===== config.mk =====
export PLATFORM = sky130hd
export DESIGN_NAME = job_ring_queue_with_overflow_count
export DESIGN_NICKNAME = d
export VERILOG_FILES = /design/src/hw/rtl/jrq_pkg.sv /design/src/hw/rtl/jrq_ram.sv /design/src/hw/rtl/jrq_ctrl.sv /design/src/hw/rtl/jrq_dp.sv /design/src/hw/rtl/job_ring_queue_with_overflow_count.sv
export SDC_FILE = /design/constraint.sdc
export NUM_CORES = 1
export LEC_CHECK = 0
export BUFFER_PORTS_ARGS = -buffer_cell sky130_fd_sc_hd__buf_2
export CELL_PAD_IN_SITES_DETAIL_PLACEMENT = 0
export CELL_PAD_IN_SITES_GLOBAL_PLACEMENT = 1
export CORE_MARGIN = 2
export CORE_UTILIZATION = 56
export CTS_BUF_LIST = sky130_fd_sc_hd__clkbuf_4
export CTS_CLUSTER_DIAMETER = 80
export CTS_CLUSTER_SIZE = 8
export DETAILED_ROUTE_END_ITERATION = 7
export PLACE_DENSITY_LB_ADDON = 0.05
export SETUP_SLACK_MARGIN = 0.05
export SYNTH_ARGS = -nofsm -noshare
export SYNTH_HDL_FRONTEND = slang
export SYNTH_HIERARCHICAL = 1
export SYNTH_SLANG_ARGS = --single-unit

===== constraint.sdc =====
create_clock -name clk -period 5.75 [get_ports clk]
set_input_delay 0.575 -clock clk [delete_from_list [all_inputs] [get_ports clk]]
set_output_delay 0.575 -clock clk [all_outputs]
set_load 0.02 [all_outputs]

===== src/hw/rtl/jrq_pkg.sv =====
// Shared types and codes for the job ring queue.
// Holds opcodes, result status codes, register indexes and the
// command/status structs between controller and datapath.
package jrq_pkg;

  localparam logic [1:0] OP_ADD   = 2'd0;
  localparam logic [1:0] OP_GET   = 2'd1;
  localparam logic [1:0] OP_CLEAR = 2'd2;

  localparam logic [2:0] ST_GET_EMPTY   = 3'd0;
  localparam logic [2:0] ST_JOB         = 3'd1;
  localparam logic [2:0] ST_OVERFLOW    = 3'd2;
  localparam logic [2:0] ST_ADD_STORED  = 3'd3;
  localparam logic [2:0] ST_ADD_DROPPED = 3'd4;
  localparam logic [2:0] ST_CLEARED     = 3'd5;

  localparam logic REG_QUEUE_SIZE  = 1'b0;
  localparam logic REG_OVERFLOW_ID = 1'b1;

  localparam logic [4:0] QUEUE_SIZE_RESET  = 5'd16;
  localparam logic [7:0] OVERFLOW_ID_RESET = 8'hFF;
  localparam logic [7:0] LOST_SAT          = 8'hFF;

  localparam int ENTRY_W = 32;

  typedef struct packed {
    logic       add;
    logic       lose;
    logic       report;
    logic       pop_rd;
    logic       pop_wr;
    logic       clear;
    logic       load;
    logic [2:0] code;
  } cmd_t;

  typedef struct packed {
    logic size_zero;
    logic full;
    logic lost;
    logic empty;
  } stat_t;

endpackage


===== src/hw/rtl/jrq_ram.sv =====
// Generic single-write, single-read RAM with registered read data.
// No dependencies.
module jrq_ram #(
  parameter int WIDTH = 32,
  parameter int DEPTH = 16
) (
  input  logic                                   clk,
  input  logic                                   we,
  input  logic [(DEPTH > 1 ? $clog2(DEPTH) : 1)-1:0] waddr,
  input  logic [WIDTH-1:0]                       wdata,
  input  logic                                   re,
  input  logic [(DEPTH > 1 ? $clog2(DEPTH) : 1)-1:0] raddr,
  output logic [WIDTH-1:0]                       q
);

  logic [WIDTH-1:0] mem [DEPTH];

  always_ff @(posedge clk) begin
    if (we) begin
      mem[waddr] <= wdata;
    end
    if (re) begin
      q <= mem[raddr];
    end
  end

endmodule


===== src/hw/rtl/jrq_ctrl.sv =====
// Controller for the job ring queue: decodes requests into datapath commands.
// Depends on jrq_pkg.
module jrq_ctrl (
  input  logic          clk,
  input  logic          rst,
  input  logic          start,
  input  logic [1:0]    op,
  input  jrq_pkg::stat_t stat,
  output jrq_pkg::cmd_t  cmd,
  output logic          busy,
  output logic          done
);

  typedef enum logic {S_IDLE, S_POP} state_t;

  state_t state;
  logic   accept;

  assign accept = start && (state == S_IDLE);

  always_comb begin
    cmd = '0;
    cmd.code = jrq_pkg::ST_GET_EMPTY;
    if (state == S_POP) begin
      cmd.pop_wr = 1'b1;
    end else if (accept) begin
      case (op)
        jrq_pkg::OP_ADD: begin
          cmd.load = 1'b1;
          if (stat.size_zero) begin
            cmd.code = jrq_pkg::ST_ADD_DROPPED;
          end else if (!stat.full) begin
            cmd.add  = 1'b1;
            cmd.code = jrq_pkg::ST_ADD_STORED;
          end else begin
            cmd.lose = 1'b1;
            cmd.code = jrq_pkg::ST_ADD_DROPPED;
          end
        end
        jrq_pkg::OP_GET: begin
          if (stat.lost) begin
            cmd.report = 1'b1;
          end else if (!stat.empty) begin
            cmd.pop_rd = 1'b1;
          end else begin
            cmd.load = 1'b1;
            cmd.code = jrq_pkg::ST_GET_EMPTY;
          end
        end
        jrq_pkg::OP_CLEAR: begin
          cmd.clear = 1'b1;
          cmd.load  = 1'b1;
          cmd.code  = jrq_pkg::ST_CLEARED;
        end
        default: begin
          cmd.load = 1'b1;
          cmd.code = jrq_pkg::ST_GET_EMPTY;
        end
      endcase
    end
  end

  always_ff @(posedge clk) begin
    if (rst) begin
      state <= S_IDLE;
      busy  <= 1'b0;
      done  <= 1'b0;
    end else begin
      case (state)
        S_IDLE: begin
          if (cmd.pop_rd) begin
            state <= S_POP;
            busy  <= 1'b1;
            done  <= 1'b0;
          end else begin
            done <= accept;
          end
        end
        S_POP: begin
          state <= S_IDLE;
          busy  <= 1'b0;
          done  <= 1'b1;
        end
        default: begin
          state <= S_IDLE;
          busy  <= 1'b0;
          done  <= 1'b0;
        end
      endcase
    end
  end

endmodule


===== src/hw/rtl/jrq_dp.sv =====
// Datapath for the job ring queue: indices, lost count, config and results.
// Depends on jrq_pkg and jrq_ram.
module jrq_dp #(
  parameter int DEPTH = 16
) (
  input  logic           clk,
  input  logic           rst,
  input  jrq_pkg::cmd_t  cmd,
  output jrq_pkg::stat_t stat,
  input  logic [7:0]     job_id,
  input  logic [7:0]     param_byte,
  input  logic [15:0]    param_word,
  input  logic           cfg_we,
  input  logic           cfg_index,
  input  logic [7:0]     cfg_data,
  output logic [2:0]     status,
  output logic [7:0]     out_job_id,
  output logic [7:0]     out_param_byte,
  output logic [15:0]    out_param_word
);

  localparam int IDX_W = (DEPTH > 1) ? $clog2(DEPTH) : 1;
  localparam int SZ_W  = ($clog2(DEPTH + 1) > 5) ? $clog2(DEPTH + 1) : 5;

  logic [IDX_W-1:0] write_index;
  logic [IDX_W-1:0] read_index;
  logic [7:0]       lost_count;
  logic [4:0]       queue_size;
  logic [7:0]       overflow_job_id;
  logic [SZ_W-1:0]  size;
  logic [IDX_W-1:0] write_index_next;
  logic [IDX_W-1:0] read_index_next;
  logic [jrq_pkg::ENTRY_W-1:0] rd_data;

  function automatic logic [IDX_W-1:0] advance(input logic [IDX_W-1:0] idx,
                                               input logic [SZ_W-1:0] sz);
    logic [SZ_W:0] inc;
    inc = (SZ_W + 1)'(idx) + 1'b1;
    return (inc >= (SZ_W + 1)'(sz)) ? '0 : inc[IDX_W-1:0];
  endfunction

  always_comb begin
    if (SZ_W'(queue_size) > SZ_W'(DEPTH)) begin
      size = SZ_W'(DEPTH);
    end else begin
      size = SZ_W'(queue_size);
    end
  end

  assign write_index_next = advance(write_index, size);
  assign read_index_next  = advance(read_index, size);

  assign stat.size_zero = (size == '0);
  assign stat.full      = (lost_count != 8'd0);
  assign stat.lost      = (lost_count > 8'd1);
  assign stat.empty     = (lost_count == 8'd0) && (write_index == read_index);

  jrq_ram #(
    .WIDTH(jrq_pkg::ENTRY_W),
    .DEPTH(DEPTH)
  ) u_ram (
    .clk  (clk),
    .we   (cmd.add),
    .waddr(write_index),
    .wdata({job_id, param_byte, param_word}),
    .re   (cmd.pop_rd),
    .raddr(read_index),
    .q    (rd_data)
  );

  always_ff @(posedge clk) begin
    if (rst) begin
      write_index     <= '0;
      read_index      <= '0;
      lost_count      <= 8'd0;
      queue_size      <= jrq_pkg::QUEUE_SIZE_RESET;
      overflow_job_id <= jrq_pkg::OVERFLOW_ID_RESET;
    end else if (cfg_we) begin
      if (cfg_index == jrq_pkg::REG_QUEUE_SIZE) begin
        queue_size  <= cfg_data[4:0];
        write_index <= '0;
        read_index  <= '0;
        lost_count  <= 8'd0;
      end else begin
        overflow_job_id <= cfg_data;
      end
    end else begin
      if (cmd.add) begin
        write_index <= write_index_next;
        if (write_index_next == read_index) begin
          lost_count <= 8'd1;
        end
      end
      if (cmd.lose && (lost_count != jrq_pkg::LOST_SAT)) begin
        lost_count <= lost_count + 8'd1;
      end
      if (cmd.report) begin
        lost_count <= 8'd1;
      end
      if (cmd.pop_rd) begin
        read_index <= read_index_next;
        lost_count <= 8'd0;
      end
      if (cmd.clear) begin
        write_index <= '0;
        read_index  <= '0;
        lost_count  <= 8'd0;
      end
    end
  end

  always_ff @(posedge clk) begin
    if (cmd.load) begin
      status         <= cmd.code;
      out_job_id     <= 8'd0;
      out_param_byte <= 8'd0;
      out_param_word <= 16'd0;
    end else if (cmd.report) begin
      status         <= jrq_pkg::ST_OVERFLOW;
      out_job_id     <= overflow_job_id;
      out_param_byte <= lost_count - 8'd1;
      out_param_word <= 16'd0;
    end else if (cmd.pop_wr) begin
      status         <= jrq_pkg::ST_JOB;
      out_job_id     <= rd_data[31:24];
      out_param_byte <= rd_data[23:16];
      out_param_word <= rd_data[15:0];
    end
  end

endmodule


===== src/hw/rtl/job_ring_queue_with_overflow_count.sv =====
// Job ring queue with overflow count: top level, controller plus datapath.
// Result strobe done comes in the cycle after accept; a pop of a stored job first
// passes through state S_POP (registered RAM read) with busy high, then strobes.
// Throughput: one item per cycle while busy is low; a pop holds busy until done.
// Synchronous active-high reset empties the queue, sets queue_size 16 and
// overflow_job_id 255. The receiver cannot stall; each result strobes once.
module job_ring_queue_with_overflow_count #(
  parameter int DEPTH = 16
) (
  input  logic        clk,
  input  logic        rst,
  input  logic        start,
  output logic        busy,
  input  logic [1:0]  op,
  input  logic [7:0]  job_id,
  input  logic [7:0]  param_byte,
  input  logic [15:0] param_word,
  output logic        done,
  output logic [2:0]  status,
  output logic [7:0]  out_job_id,
  output logic [7:0]  out_param_byte,
  output logic [15:0] out_param_word,
  input  logic        cfg_we,
  input  logic        cfg_index,
  input  logic [7:0]  cfg_data
);

  jrq_pkg::cmd_t  cmd;
  jrq_pkg::stat_t stat;

  jrq_ctrl u_ctrl (
    .clk  (clk),
    .rst  (rst),
    .start(start),
    .op   (op),
    .stat (stat),
    .cmd  (cmd),
    .busy (busy),
    .done (done)
  );

  jrq_dp #(
    .DEPTH(DEPTH)
  ) u_dp (
    .clk           (clk),
    .rst           (rst),
    .cmd           (cmd),
    .stat          (stat),
    .job_id        (job_id),
    .param_byte    (param_byte),
    .param_word    (param_word),
    .cfg_we        (cfg_we),
    .cfg_index     (cfg_index),
    .cfg_data      (cfg_data),
    .status        (status),
    .out_job_id    (out_job_id),
    .out_param_byte(out_param_byte),
    .out_param_word(out_param_word)
  );

endmodule

==> results of run 1 <==
-- layout make-up --
class,instances,area (µm²),area share (%)
inverters,10,37.54,0.1448
multi-input cells,544,5871,22.65
diodes,2,5.005,0.01931
repair buffers,115,680.7,2.626
clock inverters,7,65.06,0.2510
flip-flops and latches,611,17720,68.35
well taps,539,674.4,2.602
clock buffers,116,870.8,3.360
-- worst paths after layout --
kind	startpoint	to	slack [ns]	cells after the start
max	u_ctrl/state	u_dp/u_ram/mem[14][15]	2.15	6
min	cfg_data[5]	u_dp/overflow_job_id[5]	0.1	3
max reg2reg	u_ctrl/state	u_dp/u_ram/mem[14][15]	2.15	6
min reg2reg	u_dp/overflow_job_id[5]	u_dp/overflow_job_id[5]	0.48	1
-- tightest hold or removal path, cell delays in order --
cell and delay (ns):
buf_2 0.07, and3_1 0.14, a211o_1 0.09
-- cells by family after synthesis --
logic type      count (synthesis)  synth area share (%)
simple gates                  206                 4.363
fa+ha+maj                      16                0.8411
xor+xnor                       12                0.4732
flops                         611                 74.40
mux                           159                 13.42
buf+inv                        80                 1.546
compound gates                151                 4.958
-- stage by stage --
step           cells  worst slack [ns]
3_3_place_gp    1814             2.287
3_5_place_dp    1814             2.180
4_1_cts         1942             2.116
2_1_floorplan   1235             1.280
6_report        1944             2.148
5_1_grt         1944             1.858
-- power by group --
part | leakage [nW] | internal (mW) | switching [mW]
clock network | 0.565 | 0.963 | 1.40
registers | 5.44 | 4.85 | 0.0149
logic | 2.32 | 0.0797 | 0.153
-- cell usage after synthesis (11+ instances only) --
master / number
edfxtp_1: 547
mux4_2: 128
a22oi_1: 69
nor2_1: 67
dfxtp_1: 64
nand2_1: 54
clkbuf_1: 32
mux2i_1: 30
a21oi_1: 19
nor2b_1: 17
a211oi_1: 16
ha_1: 16
and3_1: 14
buf_1: 14
buf_2: 11
-- state kept, by name, summed over array words and instances (netlist names) --
| register | count |
|---|---|
| u_dp/u_ram/mem | 512 |
| u_dp/u_ram/q | 32 |
| u_dp/out_param_word | 16 |
| u_dp/lost_count | 8 |
| u_dp/out_job_id | 8 |
| u_dp/out_param_byte | 8 |
| u_dp/overflow_job_id | 8 |
| u_dp/queue_size | 5 |
| u_dp/read_index | 4 |
| u_dp/write_index | 4 |
| u_dp/status | 3 |
| u_ctrl/busy | 1 |
| u_ctrl/done | 1 |
| u_ctrl/state | 1 |
-- per-layer routing --
| metal | vias up | routed length, µm | track usage, % |
|---|---|---|---|
| met2 | 406 | 24240 | 36.89 |
| met4 | 2 | 1009 | 6.872 |
| li1 | 5311 | - | - |
| met1 | 6251 | 22370 | 35.00 |
| met5 | - | 13 | 0 |
| met3 | 85 | 3579 | 4.946 |
-- what timing repair did --
| item | in CTS | in global routing |
|---|---|---|
| hold endpoints to repair | 5 | 0 |
| hold buffers | 5 | 0 |
| buffers inserted | 0 | 0 |
-- layout by cell type, fill, tap and decap left out, types with 15 or more instances in the layout --
| cell | instances |
|---|---|
| a211oi_1 | 16 |
| a21oi_1 | 18 |
| a22oi_1 | 69 |
| buf_2 | 83 |
| buf_4 | 26 |
| clkbuf_4 | 116 |
| dfxtp_1 | 61 |
| edfxtp_1 | 547 |
| ha_1 | 16 |
| mux2i_1 | 30 |
| mux4_2 | 128 |
| nand2_1 | 54 |
| nor2_1 | 53 |
| nor2b_1 | 15 |
==> metrics, run 1 <==
Critical Path Most Common Cell=buf_4; dpl hpwl=29.17 mm; Hold Crit Class=input pin to flop; largest net degree at the start of global routing=between 50 and 60; WP data required=6.23 ns; CP Capture Type=flop; Mean Syn Cell Area=approximately 19 µm²; Slew headroom=18.18%; sequential-to-total area share from yosys stat=74.40%; Hold Vio Cnt, Final=0; layout cells sized above 1=between 20% and 30%; Via Count=12060; area leader, netlist=edfxtp_1; syn nets=~1300; Worst-path clk slew=between 0.1 and 0.15 ns; GR Util All Layers=23.85%; clock network latency to the later pin of the worst-skew pair=0.82 ns; WP buf/inv=2; skew final=between 0.05 and 0.06 ns; Placement Rows=75; worst hold slack=0.09777 ns; unrepaired setup endpoints after global routing=false; CP arrival=4.08 ns; Pre-antenna DRT Iters=5; Critical Path, Cell by Cell=buf_4, nor3b_1, and3b_1, nand3_1, nor2_4, buf_4; Lkg Pwr=8.326 nW; DRC=0; first-pass GRT wire length=76.73 mm; max-cap violations=0; final layout net count=1431; Final setup viols=0; H-tree levels=3; asr flop ratio synth=0%; #FFs+latches synth=611; CP Class=flop to flop; initial antenna violation count=4; GPL Wtd Cong=0.8090; GR Overflow Total=0; full die area=44170 µm²; CTS sink cnt=approximately 610; fin util=about three fifths; Tot Pwr=between 7 and 8 mW; Ports=84; FMAX=0.2776 GHz; Post-synth EDFFs=between 500 and 600; Synth Cell Area=23800 µm²; fin crit period=3.602 ns; # port buffers=83; crit-path leading delay family=simple AND/OR/NAND/NOR gates; critical path fanouts, max=46; Worst path slowest cell=nor2_4; Synth area leaders=edfxtp_1, mux4_2, dfxtp_1, a22oi_1, mux2i_1; yosys warns=6; Area Overhead vs Synth=8.906%; post-DR wirelength/cell=26.35 µm; WL final=51.22 mm; Antenna Nets Post-Route=0; Slew Limit Fails=0; setup TNS=0 ns; Finished Cell Area=between 20000 and 30000 µm²; Top FF cell, synth=edfxtp_1; CTS max path bufs=3; Crit path largest cell delay=0.92 ns; Least-Margin Pin Slew=1.224 ns; 1st-iter DRT viols=between 1000 and 1500; Post-Synthesis Cells=1235; PwrDens=287.8 nW/µm²; startpoint types=flop; placed cell areas=24930 µm²; Final period util=between 60% and 70%; die span in y=210.2 µm; vias in the first global route=~12000; top cell type's share of synthesized area=between 60% and 70%; Core Box Area=41950 µm²; Starting Density=56.74%; status=finished, final reports clean; Inserted Clock Buffers=86; clock root cell=clkbuf_4; vias per cell=6.201; CTS resizes=0; CTS tree=done; count of cell types in the netlist=slightly below 70; fillcell total=between 3000 and 4000; Die W=210.2 µm; Max VDD drop=about 0.18 mV
Note: power is estimated with default switching activity, not from simulation.
==> run 2, diff against run 1 <==
--- a/config.mk
+++ b/config.mk
@@ -9,7 +9,7 @@
 export CELL_PAD_IN_SITES_DETAIL_PLACEMENT = 0
 export CELL_PAD_IN_SITES_GLOBAL_PLACEMENT = 1
 export CORE_MARGIN = 2
-export CORE_UTILIZATION = 56
+export CORE_UTILIZATION = 51
 export CTS_BUF_LIST = sky130_fd_sc_hd__clkbuf_4
 export CTS_CLUSTER_DIAMETER = 80
 export CTS_CLUSTER_SIZE = 8
==> constraint.sdc (replaced) <==
create_clock -name clk -period 2.88 [get_ports clk]
set_input_delay 0.288 -clock clk [delete_from_list [all_inputs] [get_ports clk]]
set_output_delay 0.288 -clock clk [all_outputs]
set_load 0.02 [all_outputs]
==> run 2 against run 1 <==
  * Hold slack improved by 0.27 ns
  * Clock-buffer cell count increased by 18
  * First-iteration DRC count increased by 5.2%
  * Sequential cell count unchanged
  * Critical path depth increased by 6
  * Total power increased by 110%
  * Maximum frequency increased by 28%
  * Critical path type unchanged
  * Largest cell class unchanged
  * Largest power group unchanged
==> metrics, run 2 (synthesized netlist as in run 1, its figures left out) <==
most frequent cells in the layout=edfxtp_1, clkbuf_4, mux4_2; CP arrival=3.29 ns; startpoint types=flop; first-pass GRT wire length=81.06 mm; Hold Vio Cnt, Final=0; Placement Rows=79; CP Capture Type=flop; GR Overflow Total=0; Die W=220.0 µm; post-DR wirelength/cell=25.27 µm; Internal Power=12.19 mW; fillcell total=3486; Final period util=97.37%; H-tree levels=3; Worst-path clk slew=approximately 0.10 ns; Tot Pwr=15.38 mW; FMAX=0.3566 GHz; Area Overhead vs Synth=16.34%; 1st-iter DRT viols=1225; full die area=~48000 µm²; CTS max path bufs=3; Slew headroom=41.18%; worst setup path endpoint=u_dp/u_ram/mem[2][0]; layout cells sized above 1=roughly 33%; die span in y=220.0 µm; Pre-antenna DRT Iters=5; Setup crit start=u_dp/lost_count[4]; final layout net count=1548; WL final=54.13 mm; Via Count=12650; max reg flops=512; Lkg Pwr=between 9 and 10 nW; clock network latency to the later pin of the worst-skew pair=0.84 ns; status=finished, final reports clean; combinational group share of total power=3.8%; vias in the first global route=12800; worst reg2reg path endpoint=u_dp/u_ram/mem[2][0]; Slew Limit Fails=0; Final setup viols=0; WP data required=3.36 ns; Least-Margin Pin Slew=~0.88 ns; GR Util All Layers=between 20 and 25%; Clock Power Share=33.1%; GPL Wtd Cong=0.7440; worst r2r path cells=12; Psw=3.191 mW; largest net degree at the start of global routing=134; switch share=20.75%; Ports=84; unrepaired setup endpoints after global routing=true; max-cap violations=0; Hold Crit Class=input pin to flop; fin crit period=2.804 ns; Max VDD drop=0.3099 mV; R2R Setup Slk=~0.076 ns; Antenna Nets Post-Route=0; initial antenna violation count=2; commonest non-fill, non-tap cell in the layout=edfxtp_1; critical path fanouts, max=7; CTS sink cnt=approximately 600; Inserted Clock Buffers=between 80 and 90; Starting Density=51.45%; register with the most flip-flops=u_dp/u_ram/mem; dpl hpwl=around 30 mm; skew final=0.09043 ns; # port buffers=between 80 and 90; CP Class=flop to flop; top flop regs=u_dp/u_ram/mem (512), u_dp/u_ram/q (32), u_dp/out_param_word (16); PwrDens=555.4 nW/µm²; CTS tree=done; fin util=59.86%; vias per cell=approximately 5.9; Sequential Power Share=63.1%; Core Box Area=46260 µm²; clock root cell=clkbuf_4; worst reg2reg startpoint=u_dp/lost_count[4]; DRC=0
[run 2: cell types whose count changed in the layout (fill, tap and decap cells not counted), moves of 4 or more]
cell	delta
nor2_1	-4
dfxtp_2	+4
dlygate4sd3_1	+51
nor3_4	+5
dfxtp_1	-4
buf_12	+30
buf_4	+31
clkbuf_4	+18
nor3_2	-4
[run 2: per-layer routing]
layer	vias to the layer above	routed length (µm)	global-route usage, %
li1	5579	-	-
met1	6597	24220	33.32
met2	390	25600	36.71
met3	79	3303	3.892
met4	0	1001	6.711
met5	-	0	0
[run 2: how the worst min path moves through the flow]
| stage | from | endpoint | slack [ns] | depth (start not counted) |
|---|---|---|---|---|
| after floorplan | rst | u_ctrl/state | 0.37 | 1 |
| after CTS | cfg_data[2] | u_dp/overflow_job_id[2] | 0.27 | 4 |
| after global placement | u_dp/overflow_job_id[6] | u_dp/overflow_job_id[6] | 0.45 | 1 |
| final | cfg_data[3] | u_dp/overflow_job_id[3] | 0.37 | 4 |
| after detailed placement | u_dp/overflow_job_id[3] | u_dp/overflow_job_id[3] | 0.46 | 1 |
| after global routing | param_word[10] | u_dp/u_ram/mem[14][10] | 0.32 | 2 |
[run 2: power by group through the flow]
stage	clock network [mW]	registers (mW)	logic [mW]
after floorplan	0	9.92	0.237
after global placement	0	9.91	0.498
after detailed placement	0	9.91	0.509
after CTS	5.28	9.70	0.571
after global routing	5.66	9.71	0.642
final	5.09	9.70	0.582
[run 2: critical path, stage by stage, from the launching register on]
cell and delay, ns:
dfxtp_1 0.34, nor2_2 0.15, nand2_2 0.10, nor3_4 0.20, nand2_2 0.11, buf_6 0.14, nor2_4 0.07, and3b_2 0.30
or3b_4 0.44, buf_6 0.15, nor2_4 0.12, buf_12 0.16, buf_12 0.14
[run 2: area by class of cell]
type | instances | area, µm² | area share [%]
tap | 607 | 759.5 | 2.743
inverter | 10 | 37.54 | 0.1356
timing repair buffer | 232 | 2122 | 7.663
antenna | 1 | 2.502 | 0.009037
clock inverter | 3 | 67.56 | 0.2440
multi-input combinational | 544 | 5974 | 21.58
sequential | 611 | 17720 | 64.00
clock buffer | 134 | 1006 | 3.633
[run 2: per-stage QoR]
step / instances / cell area (µm²) / TNS (ns) / worst slack, ns / hold slack (ns)
final: 2142 / 27690 / 0 / 0.07572 / 0.3717
after floorplan: 1235 / 23870 / -103.35 / -0.2943 / 0.3671
after global routing: 2142 / 27690 / 0 / 0.006045 / 0.3214
after CTS: 2133 / 27480 / 0 / 0.06624 / 0.2660
after detailed placement: 1940 / 25840 / 0 / 0.06059 / 0.4561
after global placement: 1940 / 25840 / 0 / 0.1422 / 0.4505
[run 2: timing repair]
item / in CTS / in global routing
hold buffers: 56 / 0
buffers inserted: 0 / 5
pin swaps: 0 / 6
endpoints found under the hold margin: 539 / 0
resized for setup: 1 / 20
endpoints found under the setup margin: 1 / 143
gates cloned: 0 / 3
